`config.mk`:
```
export PLATFORM = sky130hd
export DESIGN_NAME = multiset_combination_generator_flat
export DESIGN_NICKNAME = d
export VERILOG_FILES = /design/src/mcg_pkg.sv /design/src/mcg_channels.sv /design/src/multiset_combination_generator.sv /design/src/mcg_ctrl.sv /design/src/mcg_dpath.sv /design/src/flat_wrapper.sv
export VERILOG_INCLUDE_DIRS = /design/src /design/src/src
export SDC_FILE = /design/constraint.sdc
export NUM_CORES = 1
export LEC_CHECK = 0
export ABC_AREA = 0
export BUFFER_PORTS_ARGS = -buffer_cell sky130_fd_sc_hd__buf_4
export CAP_MARGIN = 20
export CELL_PAD_IN_SITES_DETAIL_PLACEMENT = 1
export CELL_PAD_IN_SITES_GLOBAL_PLACEMENT = 2
export CORE_AREA = 2 2 319 258
export CTS_BUF_LIST = sky130_fd_sc_hd__clkbuf_16
export DETAILED_ROUTE_END_ITERATION = 16
export DIE_AREA = 0 0 321 260
export PLACE_DENSITY = 0.57
export SYNTH_ARGS = -nofsm -noshare
export SYNTH_HDL_FRONTEND = slang
export SYNTH_HIERARCHICAL = 1
export SYNTH_SLANG_ARGS = --single-unit
```
`constraint.sdc`:
```
create_clock -name clock -period 7.55 [get_ports clock]
set_input_delay 0.3775 -clock clock [delete_from_list [all_inputs] [get_ports clock]]
set_output_delay 0.3775 -clock clock [all_outputs]
set_load 0.005 [all_outputs]
```
`src/multiset_combination_generator_assert.svh`:
```
// Assertion macros for the multiset combination generator.
// Both expect signals named clock and reset in the scope of use.
`ifndef MULTISET_COMBINATION_GENERATOR_ASSERT_SVH
`define MULTISET_COMBINATION_GENERATOR_ASSERT_SVH

// Check a consequence in the same cycle as its trigger.
`define MCG_ASSERT_NOW(label, trig, expr, msg) \
   label: assert property (@(posedge clock) disable iff (reset) (trig) |-> (expr)) \
      else $error(msg);

// Check a consequence in the cycle after its trigger.
`define MCG_ASSERT_NEXT(label, trig, expr, msg) \
   label: assert property (@(posedge clock) disable iff (reset) (trig) |=> (expr)) \
      else $error(msg);

`endif

```
`src/mcg_pkg.sv`:
```
package mcg_pkg;

   localparam int NPOS           = 8;
   localparam int POS_W          = $clog2(NPOS);
   localparam int LEN_W          = 4;
   localparam int ELEM_W         = 16;
   localparam int VALUE_IN_W     = 16;
   localparam int ACTION_W       = 2;
   localparam int MAX_VALUES_DEF = 8;
   localparam int VALUE_BITS_DEF = 16;

   localparam logic [LEN_W-1:0] LEN_RESET = LEN_W'(1);

   localparam logic [ACTION_W-1:0] ACT_CLEAR = 2'd0;
   localparam logic [ACTION_W-1:0] ACT_LOAD  = 2'd1;
   localparam logic [ACTION_W-1:0] ACT_NEXT  = 2'd2;

   typedef struct packed {
      logic clear;
      logic load;
      logic adv;
      logic read;
      logic send;
   } mcg_cmd_type;

   typedef struct packed {
      logic out_free;
      logic rd_last;
   } mcg_status_type;

endpackage

```
`src/mcg_channels.sv`:
```
interface mcg_req_if import mcg_pkg::*; ();
   logic                  valid;
   logic                  ready;
   logic [ACTION_W-1:0]   action;
   logic [VALUE_IN_W-1:0] value;

   modport source (output valid, action, value, input ready);
   modport sink   (input valid, action, value, output ready);
endinterface

interface mcg_rsp_if import mcg_pkg::*; ();
   logic              valid;
   logic              ready;
   logic [ELEM_W-1:0] elem_0;
   logic [ELEM_W-1:0] elem_1;
   logic [ELEM_W-1:0] elem_2;
   logic [ELEM_W-1:0] elem_3;
   logic [ELEM_W-1:0] elem_4;
   logic [ELEM_W-1:0] elem_5;
   logic [ELEM_W-1:0] elem_6;
   logic [ELEM_W-1:0] elem_7;
   logic              seq_valid;
   logic              is_final;

   modport source (output valid, elem_0, elem_1, elem_2, elem_3, elem_4, elem_5, elem_6,
                   elem_7, seq_valid, is_final, input ready);
   modport sink   (input valid, elem_0, elem_1, elem_2, elem_3, elem_4, elem_5, elem_6,
                   elem_7, seq_valid, is_final, output ready);
endinterface

interface mcg_csr_if import mcg_pkg::*; ();
   logic             valid;
   logic             ready;
   logic [LEN_W-1:0] seq_length;

   modport source (output valid, seq_length, input ready);
   modport sink   (input valid, seq_length, output ready);
endinterface

```
`src/multiset_combination_generator.sv`:
```
// Multiset combination generator.
// req_chan carries an action and a value: clear empties the value store, load
// inserts a value into the sorted store of distinct values (duplicates and loads
// into a full store are dropped), next asks for the following non-decreasing
// sequence of seq_length elements (clamped to 1..NPOS). Clear, load and
// unknown actions give no item on rsp_chan; next gives exactly one item with
// elem_0..elem_7, seq_valid and is_final. csr_chan writes seq_length (always
// ready) and restarts the sequence order; write it only while the block is idle.
// Clear and load take effect at the accepting edge. For a next, the position
// indices advance at the accepting edge, the read state fetches the elements
// one per cycle through the single value select path, and the send state hands
// the item to the output register. req_chan is not ready while a next is in
// progress, so a new next waits until the last item reaches the output register.
// The output register holds a finished item while rsp_chan stalls; the block
// keeps taking clear and load items meanwhile, and a further next waits at its
// handoff until the held item is taken.
// Reset empties the store, sets seq_length to 1 and restarts the order; there
// is no clearing pass, the block is ready in the first cycle after reset.
`include "multiset_combination_generator_assert.svh"

module multiset_combination_generator import mcg_pkg::*; #(
   parameter int MAX_VALUES = MAX_VALUES_DEF,
   parameter int VALUE_BITS = VALUE_BITS_DEF
) (
   input  logic      clock,
   input  logic      reset,
   mcg_req_if.sink   req_chan,
   mcg_rsp_if.source rsp_chan,
   mcg_csr_if.sink   csr_chan
);

   mcg_cmd_type    cmd;
   mcg_status_type status;
   logic           csr_we;
   logic [ELEM_W-1:0] rsp_elem [NPOS];

   assign csr_chan.ready = 1'b1;
   assign csr_we         = csr_chan.valid && csr_chan.ready;

   mcg_ctrl u_ctrl (
      .clock      (clock),
      .reset      (reset),
      .req_valid  (req_chan.valid),
      .req_action (req_chan.action),
      .req_ready  (req_chan.ready),
      .cmd        (cmd),
      .status     (status)
   );

   mcg_dpath #(
      .MAX_VALUES (MAX_VALUES),
      .VALUE_BITS (VALUE_BITS)
   ) u_dpath (
      .clock         (clock),
      .reset         (reset),
      .cmd           (cmd),
      .status        (status),
      .req_value     (req_chan.value),
      .csr_we        (csr_we),
      .csr_data      (csr_chan.seq_length),
      .rsp_valid     (rsp_chan.valid),
      .rsp_ready     (rsp_chan.ready),
      .rsp_elem      (rsp_elem),
      .rsp_seq_valid (rsp_chan.seq_valid),
      .rsp_is_final  (rsp_chan.is_final)
   );

   assign rsp_chan.elem_0 = rsp_elem[0];
   assign rsp_chan.elem_1 = rsp_elem[1];
   assign rsp_chan.elem_2 = rsp_elem[2];
   assign rsp_chan.elem_3 = rsp_elem[3];
   assign rsp_chan.elem_4 = rsp_elem[4];
   assign rsp_chan.elem_5 = rsp_elem[5];
   assign rsp_chan.elem_6 = rsp_elem[6];
   assign rsp_chan.elem_7 = rsp_elem[7];

   `MCG_ASSERT_NOW(a_send_free, cmd.send, status.out_free, "held item overwritten")
   `MCG_ASSERT_NEXT(a_next_busy, req_chan.valid && req_chan.ready && req_chan.action == ACT_NEXT, !req_chan.ready, "ready during next")
   `MCG_ASSERT_NEXT(a_send_shows, cmd.send, rsp_chan.valid, "handoff lost")
   `MCG_ASSERT_NOW(a_empty_item, rsp_chan.valid && !rsp_chan.seq_valid, !rsp_chan.is_final && rsp_chan.elem_0 == '0, "bad empty item")

endmodule

```
`src/mcg_ctrl.sv`:
```
module mcg_ctrl import mcg_pkg::*; (
   input  logic                clock,
   input  logic                reset,
   input  logic                req_valid,
   input  logic [ACTION_W-1:0] req_action,
   output logic                req_ready,
   output mcg_cmd_type         cmd,
   input  mcg_status_type      status
);

   typedef enum logic [1:0] {
      S_IDLE,
      S_READ,
      S_SEND
   } state_type;

   state_type state_ff;
   logic      accept;

   always_comb begin
      req_ready  = (state_ff == S_IDLE);
      accept     = req_valid && req_ready;
      cmd.clear  = accept && (req_action == ACT_CLEAR);
      cmd.load   = accept && (req_action == ACT_LOAD);
      cmd.adv    = accept && (req_action == ACT_NEXT);
      cmd.read   = (state_ff == S_READ);
      cmd.send   = (state_ff == S_SEND) && status.out_free;
   end

   always_ff @(posedge clock) begin
      if (reset) begin
         state_ff <= S_IDLE;
      end else begin
         unique case (state_ff)
            S_IDLE: begin
               if (cmd.adv) state_ff <= S_READ;
            end
            S_READ: begin
               if (status.rd_last) state_ff <= S_SEND;
            end
            S_SEND: begin
               // hold until the output register can take the item
               if (status.out_free) state_ff <= S_IDLE;
            end
            default: state_ff <= S_IDLE;
         endcase
      end
   end

endmodule

```
`src/mcg_dpath.sv`:
```
module mcg_dpath import mcg_pkg::*; #(
   parameter int MAX_VALUES = MAX_VALUES_DEF,
   parameter int VALUE_BITS = VALUE_BITS_DEF
) (
   input  logic                  clock,
   input  logic                  reset,
   input  mcg_cmd_type           cmd,
   output mcg_status_type        status,
   input  logic [VALUE_IN_W-1:0] req_value,
   input  logic                  csr_we,
   input  logic [LEN_W-1:0]      csr_data,
   output logic                  rsp_valid,
   input  logic                  rsp_ready,
   output logic [ELEM_W-1:0]     rsp_elem [NPOS],
   output logic                  rsp_seq_valid,
   output logic                  rsp_is_final
);

   localparam int CNT_W = $clog2(MAX_VALUES + 1);
   localparam int IDX_W = (MAX_VALUES > 1) ? $clog2(MAX_VALUES) : 1;

   // value store, sorted ascending, entries at and above count_ff unused
   logic [VALUE_BITS-1:0] val_ff [MAX_VALUES];
   logic [VALUE_BITS-1:0] val_in [MAX_VALUES];
   logic [CNT_W-1:0]      count_ff, count_in;
   logic [IDX_W-1:0]      idx_ff [NPOS];
   logic [IDX_W-1:0]      idx_in [NPOS];
   logic                  started_ff, started_in;
   logic                  exhausted_ff, exhausted_in;
   logic [LEN_W-1:0]      len_ff, len_in;
   logic [POS_W-1:0]      rd_cnt_ff, rd_cnt_in;
   logic                  prod_ff, prod_in;
   logic                  final_ff, final_in;
   logic [ELEM_W-1:0]     stage_ff [NPOS];
   logic                  rsp_valid_ff, rsp_valid_in;
   logic [ELEM_W-1:0]     out_elem_ff [NPOS];
   logic                  out_seq_ff, out_final_ff;

   logic [LEN_W-1:0]      eff_len;
   logic [VALUE_BITS+VALUE_IN_W-1:0] v_wide;
   logic [VALUE_BITS-1:0] v_new;
   logic [MAX_VALUES-1:0] lt, eq, first;
   logic [VALUE_BITS-1:0] prev_val [MAX_VALUES];
   logic [VALUE_BITS-1:0] ins_val [MAX_VALUES];
   logic                  ins_ok;
   logic [CNT_W-1:0]      top_w;
   logic [NPOS-1:0]       grow;
   logic                  found;
   logic [POS_W-1:0]      p_sel;
   logic [IDX_W-1:0]      inc_val;
   logic [IDX_W-1:0]      adv_idx [NPOS];
   logic [IDX_W-1:0]      new_idx0;
   logic [VALUE_BITS+ELEM_W-1:0] rd_wide;
   logic [ELEM_W-1:0]     rd_elem;

   // insertion: parallel compares over the live cells, then shift right of the slot
   always_comb begin
      v_wide = {{VALUE_BITS{1'b0}}, req_value};
      v_new  = v_wide[VALUE_BITS-1:0];
      for (int i = 0; i < MAX_VALUES; i++) begin
         lt[i] = (CNT_W'(i) < count_ff) && (val_ff[i] < v_new);
         eq[i] = (CNT_W'(i) < count_ff) && (val_ff[i] == v_new);
      end
      first[0]    = 1'b1;
      prev_val[0] = v_new;
      for (int i = 1; i < MAX_VALUES; i++) begin
         first[i]    = lt[i-1];
         prev_val[i] = val_ff[i-1];
      end
      for (int i = 0; i < MAX_VALUES; i++) begin
         if (lt[i]) ins_val[i] = val_ff[i];
         else if (first[i]) ins_val[i] = v_new;
         else ins_val[i] = prev_val[i];
      end
      ins_ok = !(|eq) && (count_ff < CNT_W'(MAX_VALUES));
   end

   // advance: rightmost growable position, bump it, copy rightward
   always_comb begin
      if (len_ff == '0) eff_len = LEN_W'(1);
      else if (len_ff > LEN_W'(NPOS)) eff_len = LEN_W'(NPOS);
      else eff_len = len_ff;
      top_w = count_ff - CNT_W'(1);
      found = 1'b0;
      p_sel = '0;
      for (int q = 0; q < NPOS; q++) begin
         grow[q] = (LEN_W'(q) < eff_len) && (CNT_W'(idx_ff[q]) < top_w);
         if (grow[q]) begin
            found = 1'b1;
            p_sel = POS_W'(q);
         end
      end
      inc_val = idx_ff[p_sel] + IDX_W'(1);
      for (int q = 0; q < NPOS; q++) begin
         if ((POS_W'(q) >= p_sel) && (LEN_W'(q) < eff_len)) adv_idx[q] = inc_val;
         else adv_idx[q] = idx_ff[q];
      end
      new_idx0 = started_ff ? adv_idx[0] : '0;
   end

   always_comb begin
      rd_wide = {{ELEM_W{1'b0}}, val_ff[idx_ff[rd_cnt_ff]]};
      if (prod_ff && (LEN_W'(rd_cnt_ff) < eff_len)) rd_elem = rd_wide[ELEM_W-1:0];
      else rd_elem = '0;
   end

   always_comb begin
      val_in       = val_ff;
      count_in     = count_ff;
      idx_in       = idx_ff;
      started_in   = started_ff;
      exhausted_in = exhausted_ff;
      len_in       = len_ff;
      rd_cnt_in    = rd_cnt_ff;
      prod_in      = prod_ff;
      final_in     = final_ff;
      priority if (csr_we) begin
         len_in       = csr_data;
         idx_in       = '{default: '0};
         started_in   = 1'b0;
         exhausted_in = 1'b0;
      end else if (cmd.clear) begin
         count_in     = '0;
         idx_in       = '{default: '0};
         started_in   = 1'b0;
         exhausted_in = 1'b0;
      end else if (cmd.load) begin
         if (ins_ok) begin
            val_in       = ins_val;
            count_in     = count_ff + CNT_W'(1);
            idx_in       = '{default: '0};
            started_in   = 1'b0;
            exhausted_in = 1'b0;
         end
      end else if (cmd.adv) begin
         rd_cnt_in = '0;
         prod_in   = 1'b0;
         final_in  = 1'b0;
         if ((count_ff != '0) && !exhausted_ff) begin
            if (!started_ff || found) begin
               prod_in      = 1'b1;
               started_in   = 1'b1;
               if (started_ff) idx_in = adv_idx;
               else idx_in = '{default: '0};
               final_in     = (CNT_W'(new_idx0) >= top_w);
               exhausted_in = (CNT_W'(new_idx0) >= top_w);
            end else begin
               exhausted_in = 1'b1;
            end
         end
      end else if (cmd.read) begin
         rd_cnt_in = rd_cnt_ff + POS_W'(1);
      end
   end

   always_comb begin
      rsp_valid_in = rsp_valid_ff;
      if (cmd.send) rsp_valid_in = 1'b1;
      else if (rsp_ready) rsp_valid_in = 1'b0;
   end

   always_ff @(posedge clock) begin
      if (reset) begin
         count_ff     <= '0;
         idx_ff       <= '{default: '0};
         started_ff   <= 1'b0;
         exhausted_ff <= 1'b0;
         len_ff       <= LEN_RESET;
         rd_cnt_ff    <= '0;
         prod_ff      <= 1'b0;
         final_ff     <= 1'b0;
         rsp_valid_ff <= 1'b0;
      end else begin
         count_ff     <= count_in;
         idx_ff       <= idx_in;
         started_ff   <= started_in;
         exhausted_ff <= exhausted_in;
         len_ff       <= len_in;
         rd_cnt_ff    <= rd_cnt_in;
         prod_ff      <= prod_in;
         final_ff     <= final_in;
         rsp_valid_ff <= rsp_valid_in;
      end
   end

   always_ff @(posedge clock) begin
      val_ff <= val_in;
      if (cmd.read) stage_ff[rd_cnt_ff] <= rd_elem;
      if (cmd.send) begin
         out_elem_ff  <= stage_ff;
         out_seq_ff   <= prod_ff;
         out_final_ff <= final_ff;
      end
   end

   assign status.out_free = !rsp_valid_ff || rsp_ready;
   assign status.rd_last  = (rd_cnt_ff == POS_W'(NPOS - 1));
   assign rsp_valid       = rsp_valid_ff;
   assign rsp_elem        = out_elem_ff;
   assign rsp_seq_valid   = out_seq_ff;
   assign rsp_is_final    = out_final_ff;

endmodule

```
`src/flat_wrapper.sv`:
```
// flat-port wrapper written by rule: the top's interface ports become plain ports
module multiset_combination_generator_flat import mcg_pkg::*;
#(
   parameter int MAX_VALUES = MAX_VALUES_DEF,
   parameter int VALUE_BITS = VALUE_BITS_DEF
)
  (clock, reset, req_chan_valid, req_chan_action, req_chan_value, req_chan_ready, rsp_chan_valid, rsp_chan_elem_0, rsp_chan_elem_1, rsp_chan_elem_2, rsp_chan_elem_3, rsp_chan_elem_4, rsp_chan_elem_5, rsp_chan_elem_6, rsp_chan_elem_7, rsp_chan_seq_valid, rsp_chan_is_final, rsp_chan_ready, csr_chan_valid, csr_chan_seq_length, csr_chan_ready);
  mcg_req_if req_chan_i ();
  mcg_rsp_if rsp_chan_i ();
  mcg_csr_if csr_chan_i ();
  input  logic clock;
  input  logic reset;
  input wire logic [$bits(req_chan_i.valid)-1:0] req_chan_valid;
  input wire logic [$bits(req_chan_i.action)-1:0] req_chan_action;
  input wire logic [$bits(req_chan_i.value)-1:0] req_chan_value;
  output wire logic [$bits(req_chan_i.ready)-1:0] req_chan_ready;
  output wire logic [$bits(rsp_chan_i.valid)-1:0] rsp_chan_valid;
  output wire logic [$bits(rsp_chan_i.elem_0)-1:0] rsp_chan_elem_0;
  output wire logic [$bits(rsp_chan_i.elem_1)-1:0] rsp_chan_elem_1;
  output wire logic [$bits(rsp_chan_i.elem_2)-1:0] rsp_chan_elem_2;
  output wire logic [$bits(rsp_chan_i.elem_3)-1:0] rsp_chan_elem_3;
  output wire logic [$bits(rsp_chan_i.elem_4)-1:0] rsp_chan_elem_4;
  output wire logic [$bits(rsp_chan_i.elem_5)-1:0] rsp_chan_elem_5;
  output wire logic [$bits(rsp_chan_i.elem_6)-1:0] rsp_chan_elem_6;
  output wire logic [$bits(rsp_chan_i.elem_7)-1:0] rsp_chan_elem_7;
  output wire logic [$bits(rsp_chan_i.seq_valid)-1:0] rsp_chan_seq_valid;
  output wire logic [$bits(rsp_chan_i.is_final)-1:0] rsp_chan_is_final;
  input wire logic [$bits(rsp_chan_i.ready)-1:0] rsp_chan_ready;
  input wire logic [$bits(csr_chan_i.valid)-1:0] csr_chan_valid;
  input wire logic [$bits(csr_chan_i.seq_length)-1:0] csr_chan_seq_length;
  output wire logic [$bits(csr_chan_i.ready)-1:0] csr_chan_ready;
  assign req_chan_i.valid = req_chan_valid;
  assign req_chan_i.action = req_chan_action;
  assign req_chan_i.value = req_chan_value;
  assign req_chan_ready = req_chan_i.ready;
  assign rsp_chan_valid = rsp_chan_i.valid;
  assign rsp_chan_elem_0 = rsp_chan_i.elem_0;
  assign rsp_chan_elem_1 = rsp_chan_i.elem_1;
  assign rsp_chan_elem_2 = rsp_chan_i.elem_2;
  assign rsp_chan_elem_3 = rsp_chan_i.elem_3;
  assign rsp_chan_elem_4 = rsp_chan_i.elem_4;
  assign rsp_chan_elem_5 = rsp_chan_i.elem_5;
  assign rsp_chan_elem_6 = rsp_chan_i.elem_6;
  assign rsp_chan_elem_7 = rsp_chan_i.elem_7;
  assign rsp_chan_seq_valid = rsp_chan_i.seq_valid;
  assign rsp_chan_is_final = rsp_chan_i.is_final;
  assign rsp_chan_i.ready = rsp_chan_ready;
  assign csr_chan_i.valid = csr_chan_valid;
  assign csr_chan_i.seq_length = csr_chan_seq_length;
  assign csr_chan_ready = csr_chan_i.ready;
  multiset_combination_generator #(.MAX_VALUES(MAX_VALUES), .VALUE_BITS(VALUE_BITS)) u_core (.clock(clock), .reset(reset), .req_chan(req_chan_i), .rsp_chan(rsp_chan_i), .csr_chan(csr_chan_i));
endmodule
```
==> run summary <==
Clock root cell - clkbuf_16
Final Hold Fails - 0
Die Height - 260 µm
Vias - 12.74k
Final worst path period share - 82.19%
Fraction of layout cells with a size suffix above 1 - 24.33%
Routability-driven placement congestion ratio - 0.8129
Power per Cell Area - 210.9 mW/mm²
Worst VDD drop - 0.1503 mV
ANT cells - 0
Synth Cell Area - 0.01986 mm²
Final Max Slew Viols - 0
Dominant synthesized flop cell - edfxtp_1
Clock latency on the worst-skew pair - 610 ps
Sw Ratio - 22.73%
Most common cell on crit path - ha_1
Sequential Power Share - 51.0%
CTS tree - built
Cell Int Power - 3.917 mW
Vias per inst - 4.688
First-pass GRT wire length - 87,690 µm
Routed wire per std cell - 21.81 µm
DP Wirelength - 42,870 µm
GRT Overall Usage - 13.97%
FILL cells - 8,591
CP arrival - 6650 ps
CTS Sinks - 428
Power consumption - 5.070 mW
Initial antenna violation count - 0
Clk network pwr share - 44.1%
Static leakage - 8.615 nW
Port buffer count - 158
Rel. slew slack - 30.95%
CP Max Fanout - 17
Clk slew on worst S/H paths - 60 ps
Combinational share of power - 4.9%
R2r startpoint - u_core/u_dpath/count_ff[0]
Post-synthesis cell count - 1,443
FP Rows - 93
Hold Path Origin - req_chan_value[9]
Fin util - 30.02%
Yosys top cell area share - 58.37%
Synth top cells by count - 386 x edfxtp_1, 148 x nand2_1, 131 x ha_1, 119 x mux2_2, 69 x nor2_1
Pin count of the biggest net entering global routing - 75
Initial DRC count - 781
Achievable clock frequency - 161.2 MHz
Post-route cell area - 0.02404 mm²
Die area - 0.08346 mm²
Setup Skew - 30.11 ps
Crit-path slowest cell - dfxtp_1
Yosys warns - 6
Setup crit end kind - flop
Nets@finish - 1,790
Seq/Total Area, Yosys - 62.61%
RR Endpoint - u_core/u_dpath/exhausted_ff
Max clock buf depth - 3
Crit path kind - flop to flop
Synth area leaders - edfxtp_1 58%, ha_1 8.3%, mux2_2 6.7%, dfxtp_1 4.2%, nand2_1 2.8%
Final setup viols - 0
Switching Power - 1.153 mW
Setup WS pre-CTS - 1395 ps
Final WS setup - 1345 ps
Synth area leader - edfxtp_1
Register area - 0.01243 mm²
Most frequent cell after synthesis - edfxtp_1
Worst hold slack - 44.36 ps
Worst R2R Setup Slack - 1340 ps
Initial core utilization - 24.80%
# IOs - 160
Worst Path Buf+Inv - 2
Class of the tightest hold or removal check - primary input to flop
Number of CTS-inserted buffers - 49
#FFs+latches synth - 428
RSZ-0062 raised after global routing - false
Layout area overhead - 21.05%
Vias in the first global route - 13.14k
Placed Cells - 2,621
Status - complete, no violations
Max-cap violations - 0
Syn nets - 1,601
Number of enable flip-flop cells after synthesis - 386
Post-Place Cell Area - 0.02246 mm²
Worst slew pin tran - 1036 ps
Worst Reg-to-Reg Cells - 22
CTS resizes - 0
Fin cells - 2,718
Hold path endpoint - u_core/u_dpath/prev_val[105]
Hold path depth - 1
Yosys cell types - 74
Die W - 321 µm
First-pass iteration count of the detailed router - 5
CP Launch Type - flop
Async set-or-reset flop fraction in the synthesized netlist - 0%
Critical Path, Cell by Cell - inv_1 > ha_1 > xnor2_1 > ha_1 > o221a_2 > a311oi_1 > a21boi_0 > o32ai_1 > a31oi_1 > buf_4 > mux2i_1 > mux2i_1 > o21ai_1 > ha_1 > nand2_1 > xnor2_1 > and2_1 > ha_1 > a21oi_1 > nor2_1 > o21ai_0 > a21oi_1
Critical Path RT - 7990 ps
DRC viols - 0
Syn_area_per_cell - 13.76 µm²
GR Overflow Total - 0
CORE AREA - 0.08006 mm²
Htree depth - 2
Setup_tns - 0 ps
Area of the multi-input gates - 0.007152 mm²
Post-route minimum period - 6205 ps
Delay-heaviest family, CP - compound AO/OA/AOI/OAI gates
Post-DRT Antenna Nets - 0
Final wirelength - 59,280 µm
CP max stage delay - 760 ps
worst max path at each step:
stage,end,start,cells past startpoint,slack (ps)
floorplan,u_core/u_dpath/rsp_elem[0],rsp_chan_ready,3,920
finish,u_core/u_dpath/exhausted_ff,u_core/u_dpath/count_ff[0],22,1340
global placement,u_core/u_dpath/exhausted_ff,u_core/u_dpath/count_ff[0],22,1560
detailed placement,u_core/u_dpath/exhausted_ff,u_core/u_dpath/count_ff[0],22,1390
global route,u_core/u_dpath/exhausted_ff,u_core/u_dpath/count_ff[0],22,830
CTS,u_core/u_dpath/exhausted_ff,u_core/u_dpath/count_ff[0],22,1360
layer usage:
metal | up-vias | part of all wire [%] | track usage [%]
met3 | 57 | 4.4 | 2.297
met5 | - | 0 | 0
met2 | 291 | 41 | 20.50
li1 | 5962 | - | -
met4 | 0 | 1.6 | 3.167
met1 | 6431 | 53 | 21.30
power groups by stage:
stage                     clock [mW]  sequential [mW]  combinational [mW]
after CTS                       2.32             2.59               0.252
after global placement             0             2.64               0.243
final                           2.23             2.59               0.249
after global routing            2.39             2.59               0.278
after floorplan                    0             2.63               0.155
after detailed placement           0             2.64               0.249
registers in the layout (all words and copies together) (netlist names):
| register | flops |
|---|---|
| u_core/u_ctrl/state_ff | 2 |
| u_core/u_dpath/rsp_seq_valid | 1 |
| u_core/u_dpath/final_ff | 1 |
| u_core/u_dpath/rd_cnt_ff | 3 |
| u_core/u_dpath/stage_ff | 128 |
| u_core/u_dpath/prod_ff | 1 |
| u_core/u_dpath/rsp_elem | 128 |
| u_core/u_dpath/prev_val | 112 |
| u_core/u_dpath/rsp_valid | 1 |
| u_core/u_dpath/rsp_is_final | 1 |
| u_core/u_dpath/idx_ff | 24 |
| u_core/u_dpath/count_ff | 4 |
| u_core/u_dpath/started_ff | 1 |
| u_core/u_dpath/exhausted_ff | 1 |
| u_core/u_dpath/len_ff | 4 |
| u_core/u_dpath/val_ff | 16 |
cell type report:
class	count	share of cell area, %
timing repair buffer	193	6.200
multi-input combinational	925	29.76
clock buffer	49	5.102
inverter	35	0.5466
clock inverter	43	1.234
sequential	428	51.72
tap	1045	5.440
cells by family after synthesis:
kind of cell    Yosys count  share of synthesized area (%)
mux                     142                          8.286
flops                   428                          62.61
fa+ha+maj               131                          8.255
xor+xnor                  3                         0.1323
simple gates            378                          9.130
compound gates          270                          9.767
buf+inv                  90                          1.802
other cells               1                        0.01889
repair_timing:
item                                   CTS  global route
buffers inserted                         0             0
endpoints found under the hold margin    4             0
hold buffers                             4             0
cells in the final DEF (no fill, tap or decap), types with 23 or more instances in the layout:
master,count
nor2_1,62
clkbuf_16,49
o21ai_0,30
buf_4,186
nand3_1,37
a211oi_1,24
a21oi_1,58
mux2_2,119
edfxtp_1,386
nand2_1,148
inv_1,57
ha_1,131
dfxtp_1,42
o21a_1,23
No activity file was read; power rests on OpenSTA's default activity.
